<file path="src/rtl/core/vertex_set_bounding_box_normalizer_macros.svh">
// Assertion macros used by the normalizer top module.
// The modules that use them provide clk and arst_n.
`ifndef VERTEX_SET_BOUNDING_BOX_NORMALIZER_MACROS_SVH
`define VERTEX_SET_BOUNDING_BOX_NORMALIZER_MACROS_SVH
`ifndef SYNTHESIS
`define VSBN_ASSERT_SAME(name, ante, cons) \
	name: assert property (@(posedge clk) disable iff (!arst_n) (ante) |-> (cons)) \
		else $error("vsbn: same-cycle check failed");
`define VSBN_ASSERT_NEXT(name, ante, cons) \
	name: assert property (@(posedge clk) disable iff (!arst_n) (ante) |=> (cons)) \
		else $error("vsbn: next-cycle check failed");
`else
`define VSBN_ASSERT_SAME(name, ante, cons)
`define VSBN_ASSERT_NEXT(name, ante, cons)
`endif
`endif

</file>
<file path="src/rtl/core/vsbn_pkg.sv">
`default_nettype none
package vsbn_pkg;
	localparam int AXES    = 3;
	localparam int COORD_W = 32;
	localparam int NORM_W  = 18;
	localparam int INDEX_W = 6;
	localparam int FRAC_W  = 16;
	localparam int QUO_W   = FRAC_W + 1;

	typedef logic signed [COORD_W-1:0] coord_t;
	typedef logic signed [NORM_W-1:0]  norm_t;
	typedef logic [COORD_W-1:0]        span_t;
	typedef logic [QUO_W-1:0]          quo_t;
	typedef logic [INDEX_W-1:0]        index_t;

	localparam coord_t COORD_MAX = {1'b0, {(COORD_W-1){1'b1}}};
	localparam coord_t COORD_MIN = {1'b1, {(COORD_W-1){1'b0}}};
	localparam norm_t  NORM_ONE  = norm_t'(1 << FRAC_W);
endpackage
`default_nettype wire

</file>
<file path="src/rtl/core/vsbn_div.sv">
`default_nettype none
// Bit-serial restoring divider: quo = floor(mag * 2^FRAC_W / span), with mag <= span.
module vsbn_div (
	input  wire logic              clk,
	input  wire logic              arst_n,
	input  wire logic              start,
	input  wire vsbn_pkg::span_t   mag,
	input  wire vsbn_pkg::span_t   span,
	output logic                   busy,
	output vsbn_pkg::quo_t         quo
);
	localparam int STEP_W = $clog2(vsbn_pkg::FRAC_W + 1);

	vsbn_pkg::span_t              rem_q;
	vsbn_pkg::quo_t               quo_q;
	logic [STEP_W-1:0]            step_q;
	logic                         busy_q;
	logic [vsbn_pkg::COORD_W:0]   trial;
	logic                         take;

	assign trial = {rem_q, 1'b0};
	assign take  = trial >= {1'b0, span};

	always_ff @(posedge clk or negedge arst_n) begin
		if (!arst_n) begin
			busy_q <= 1'b0;
			step_q <= '0;
		end else if (start) begin
			busy_q <= 1'b1;
			step_q <= STEP_W'(vsbn_pkg::FRAC_W);
		end else if (busy_q) begin
			step_q <= step_q - STEP_W'(1);
			if (step_q == STEP_W'(1)) begin
				busy_q <= 1'b0;
			end
		end
	end

	always_ff @(posedge clk) begin
		if (start) begin
			// integer bit: only set when the vertex sits on the widest face
			rem_q <= (mag >= span) ? mag - span : mag;
			quo_q <= vsbn_pkg::quo_t'(mag >= span);
		end else if (busy_q) begin
			rem_q <= take ? vsbn_pkg::span_t'(trial - {1'b0, span})
				: trial[vsbn_pkg::COORD_W-1:0];
			quo_q <= {quo_q[vsbn_pkg::QUO_W-2:0], take};
		end
	end

	assign busy = busy_q;
	assign quo  = quo_q;
endmodule
`default_nettype wire

</file>
<file path="config.mk">
export PLATFORM = sky130hd
export DESIGN_NAME = vsbn_div
export DESIGN_NICKNAME = d
export VERILOG_FILES = /design/src/rtl/core/vertex_set_bounding_box_normalizer_macros.svh /design/src/rtl/core/vsbn_pkg.sv /design/src/rtl/core/vsbn_div.sv
export SDC_FILE = /design/constraint.sdc
export NUM_CORES = 1
export LEC_CHECK = 0
export ABC_AREA = 1
export BUFFER_PORTS_ARGS = -buffer_cell sky130_fd_sc_hd__buf_4
export CAP_MARGIN = 15
export CORE_MARGIN = 1
export CORE_UTILIZATION = 65
export CTS_BUF_LIST = sky130_fd_sc_hd__clkbuf_16
export CTS_CLUSTER_SIZE = 16
export DETAILED_ROUTE_END_ITERATION = 8
export MAX_ROUTING_LAYER = met4
export PLACE_DENSITY = 0.95
export SETUP_SLACK_MARGIN = 0.02
export SYNTH_ARGS = -nofsm -noshare
export SYNTH_HDL_FRONTEND = slang
export SYNTH_SLANG_ARGS = --single-unit
</file>
<file path="constraint.sdc">
create_clock -name clk -period 3.6 [get_ports clk]
set_input_delay 0.36 -clock clk [delete_from_list [all_inputs] [get_ports clk]]
set_output_delay 0.36 -clock clk [all_outputs]
set_load 0.02 [all_outputs]
</file>
==> summary by stage <==
Status
The flow ran to the end, and the final reports show no timing, DRC or antenna violations.

CTS
Once the clock tree was built, the resizer swapped 0 gates to a different size. In this run the clock root is driven by a sky130_fd_sc_hd__clkbuf_16. The number of clock buffers added by TritonCTS is 5. The tree built by TritonCTS fans out to 55 sinks. The maximum root-to-sink buffer count is 2. The clock transition at the register clock pins on the worst setup and hold paths after CTS is 0.08 ns.

For the worst-skew pair, the clock arrives at the later sink with an insertion delay of 0.31 ns. TritonCTS built the clock tree. The level count of the clock H-tree is 2.

Logic synthesis
Yosys attributes the largest share of cell area to sky130_fd_sc_hd__nand2_1, sky130_fd_sc_hd__inv_1, sky130_fd_sc_hd__edfxtp_1. Synthesis instantiated 35 different standard cells from the library. The sequential fraction of the synthesis area is between 10% and 20%. The number of nets handed over by synthesis was 1583. In the post-synthesis netlist, the cell with the most instances is sky130_fd_sc_hd__nand2_1.

After technology mapping, the gate count stands at 1448. The number of register bits inferred by synthesis is 55. For this run, the number of Yosys warnings is 0. The largest total area in the synthesized netlist belongs to sky130_fd_sc_hd__nand2_1. The cell area that synthesis handed to floorplanning was 0.00817 sq mm. The most used flip-flop cell after synthesis is sky130_fd_sc_hd__edfxtp_1. Of all flip-flops after synthesis, the portion carrying an async set or reset was between 10% and 20%. After synthesis, the most frequently instantiated cells are sky130_fd_sc_hd__nand2_1, sky130_fd_sc_hd__inv_1, sky130_fd_sc_hd__nand3_1, sky130_fd_sc_hd__nor2_1, sky130_fd_sc_hd__ha_1. The mean cell area of the mapped netlist is 5.65 sq um. Summed over its instances, the top area cell type makes up between 20% and 30% of the synthesized netlist area.

The count of flip-flops with a built-in enable after synthesis is 33.

Placed design
Routability-driven placement finished with a final weighted congestion of roughly 1.1. The count of buffers added on input and output ports is 84. Prior to clock tree synthesis, the placed netlist has a worst setup slack of roughly 0.57 ns.

The HPWL after detailed placement is 21600 um.

Timing
The tightest slew margin relative to the limit is 58.5%. The final worst slack is 0.769 ns. The number of max-slew violations in the final report is 0. The final number of setup-violating endpoints is 0.

For the final routed database, the setup TNS stands at 0 ns. Setup repair after global routing left no endpoint under its margin. The setup clock skew after layout is between 0.015 and 0.02 ns. The final number of hold-violating endpoints is 0. In the finished design, the share of the clock period the worst path needs comes to between 70% and 80%.

Timing would allow up to around 350 MHz. The clock period minus worst slack is 2.83 ns. At the pin with the least slew margin, the transition time is between 0.6 and 0.7 ns.

Drt
In the routed design, unresolved DRC markers number 0. The first-pass iteration count of the detailed router is 6. The routed via count divided by cell count is 5.54.

After detailed routing, the average wire length per cell comes to 15.2 um. The number of routed nets with antenna violations is 0. Detailed routing inserted a total of 9345 vias. The number of DRC violations after detailed-routing iteration 0 is 1114. Wires add up to about 26000 um.

Worst setup path
The required arrival time at the worst endpoint is roughly 3.7 ns. The endpoint of the worst-slack reg-to-reg timing path is rem_q[30]. The largest fanout on the critical path is 34.

For flop-to-flop paths, the worst setup slack is around 0.84 ns. The startpoint-to-endpoint class of the critical path is in -> reg. The arrival time at the worst endpoint is 2.90 ns. STA classifies the critical path startpoint as an input pin. The worst register-to-register path begins at rem_q[18]. For the worst flop-to-flop path, the logic depth is 11. The worst setup path is captured at a flop.

Floorplanning
In this run the vertical extent of the chip is about 110 um. The number of top-level pins is 85. From left edge to right edge, the die measures 114 um. The die covers roughly 0.013 sq mm. Once the floorplan was initialized, standard cells occupied 67.5% of the core.

After floorplanning, the core was divided into 40 placement rows. The placeable core region is 0.0121 sq mm.

Global routing
The number of antenna violations at the first check in global routing is 0. Across every metal layer, demand over resource in global routing totals a little over two fifths. The first global-routing pass estimated 41200 um of wire. The total grt overflow is 0. The via count of the first global-routing pass is 8398. The largest net degree at the start of global routing is 50.

Cells and area
The area growth from synthesis to layout is 10.6%. The post-layout utilization of the core is between 70 and 80%. The fraction of layout instances using a drive strength above 1 is 8.22%. The net count of the finished layout is 1654.

The number of antenna diodes in the final layout is 0. The fill cell total of the finished layout is 1094.

Power
The power after layout is 5270 uW. The power per cell area is 583 mW/mm^2. The leakage power summed over all cells is 0.00524 uW. The peak ir drop on the vdd network is 0.289 mV.

Min path
The worst hold path belongs to the class in -> async.

Job
The count of maximum capacitance violations is 0.
-- stage by stage --
step | cells | instance area (sq um) | hold slack (ns)
final | 1688 | 9040 | 0.377
after global routing | 1688 | 9040 | 0.390
after global placement | 1679 | 8880 | 0.169
after floorplan | 1448 | 8170 | 0.0644
after detailed placement | 1679 | 8880 | 0.171
after CTS | 1688 | 9040 | 0.381
-- flip-flops by register name, summed over array words and instances (netlist names) --
signal	flops
rem_q	32
busy	1
step_q	5
quo	17
-- how the worst max path moves through the flow --
stage | startpoint | endpoint | slack (ns) | depth (start not counted)
floorplan | start | quo[0] | 1.19 | 4
global placement | mag[0] | rem_q[23] | 0.69 | 16
detailed placement | mag[0] | rem_q[28] | 0.57 | 17
CTS | mag[0] | rem_q[28] | 0.87 | 17
global route | span[23] | rem_q[28] | 0.53 | 13
finish | span[23] | rem_q[28] | 0.77 | 13
-- where the power goes --
group / switching [uW] / total (uW) / internal (uW)
Clock: 245 / 509 / 265
Combinational: 2400 / 3700 / 1300
Sequential: 124 / 1060 / 940
-- routing by layer --
metal / share of wire [%] / up-vias / track usage (%)
li1: - / 4628 / -
met1: 44 / 4122 / 57.3
met2: 42 / 531 / 62.8
met3: 10 / 64 / 6.09
met4: 3.4 / 0 / 13.5
met5: 0 / - / -
-- worst max-delay path, cell delays in order --
cell	delay (ns)
sky130_fd_sc_hd__buf_4	0.11
sky130_fd_sc_hd__inv_1	0.10
sky130_fd_sc_hd__ha_1	0.31
sky130_fd_sc_hd__a21oi_1	0.22
sky130_fd_sc_hd__nand2_1	0.11
sky130_fd_sc_hd__a21oi_1	0.23
sky130_fd_sc_hd__nor2_1	0.11
sky130_fd_sc_hd__nor2_4	0.46
sky130_fd_sc_hd__nand2_4	0.37
sky130_fd_sc_hd__nand2_2	0.28
sky130_fd_sc_hd__nand2_1	0.07
sky130_fd_sc_hd__nand2_1	0.09
sky130_fd_sc_hd__nand2_1	0.06
-- kinds of logic (layout without fill, tap and decap cells) --
group / after synthesis / in the layout / synth area share, %
DFF: 55 / 55 / 17.9
xor gates and xnor gates: 28 / 28 / 3.00
buffers and inverters: 313 / 385 / 15.3
adders and majority gates: 68 / 68 / 10.6
AOI/OAI and AO/OA: 81 / 81 / 5.53
and+or+nand+nor: 903 / 903 / 47.7
-- layout by cell type, fill, tap and decap left out, types with 2 or more instances in the layout --
| cell type | count |
|---|---|
| sky130_fd_sc_hd__nand2_1 | 573 |
| sky130_fd_sc_hd__dfrtp_1 | 6 |
| sky130_fd_sc_hd__nor2_4 | 3 |
| sky130_fd_sc_hd__nor3_1 | 3 |
| sky130_fd_sc_hd__nor2_1 | 96 |
| sky130_fd_sc_hd__edfxtp_1 | 33 |
| sky130_fd_sc_hd__nand3b_1 | 49 |
| sky130_fd_sc_hd__nand2_2 | 12 |
| sky130_fd_sc_hd__nand3_2 | 3 |
| sky130_fd_sc_hd__o21bai_1 | 7 |
| sky130_fd_sc_hd__nand3_1 | 130 |
| sky130_fd_sc_hd__clkinv_1 | 2 |
| sky130_fd_sc_hd__a21oi_1 | 39 |
| sky130_fd_sc_hd__fa_1 | 2 |
| sky130_fd_sc_hd__nor2_2 | 9 |
| sky130_fd_sc_hd__buf_4 | 88 |
| sky130_fd_sc_hd__xnor2_1 | 27 |
| sky130_fd_sc_hd__o21a_1 | 3 |
| sky130_fd_sc_hd__o22ai_1 | 15 |
| sky130_fd_sc_hd__nand4_1 | 19 |
| sky130_fd_sc_hd__inv_1 | 285 |
| sky130_fd_sc_hd__clkbuf_16 | 5 |
| sky130_fd_sc_hd__dfxtp_1 | 16 |
| sky130_fd_sc_hd__and2_1 | 4 |
| sky130_fd_sc_hd__ha_1 | 66 |
| sky130_fd_sc_hd__o21ai_0 | 15 |
-- repair_timing --
action,4_1_cts,5_1_grt
buffers inserted,0,0
endpoints found under the setup margin,0,0
hold buffers,1,0
endpoints found under the hold margin,6,0
-- final cells by class --
class,instances,area [sq um],share of cell area (%)
clock buffer,5,125,1.38
clock inverter,3,27.5,0.304
inverter,288,1080,12.0
multi-input combinational,1080,5460,60.4
sequential,55,1460,16.2
tap,168,210,2.33
timing repair buffer,89,671,7.42
Power figures use the tool's default switching activity.
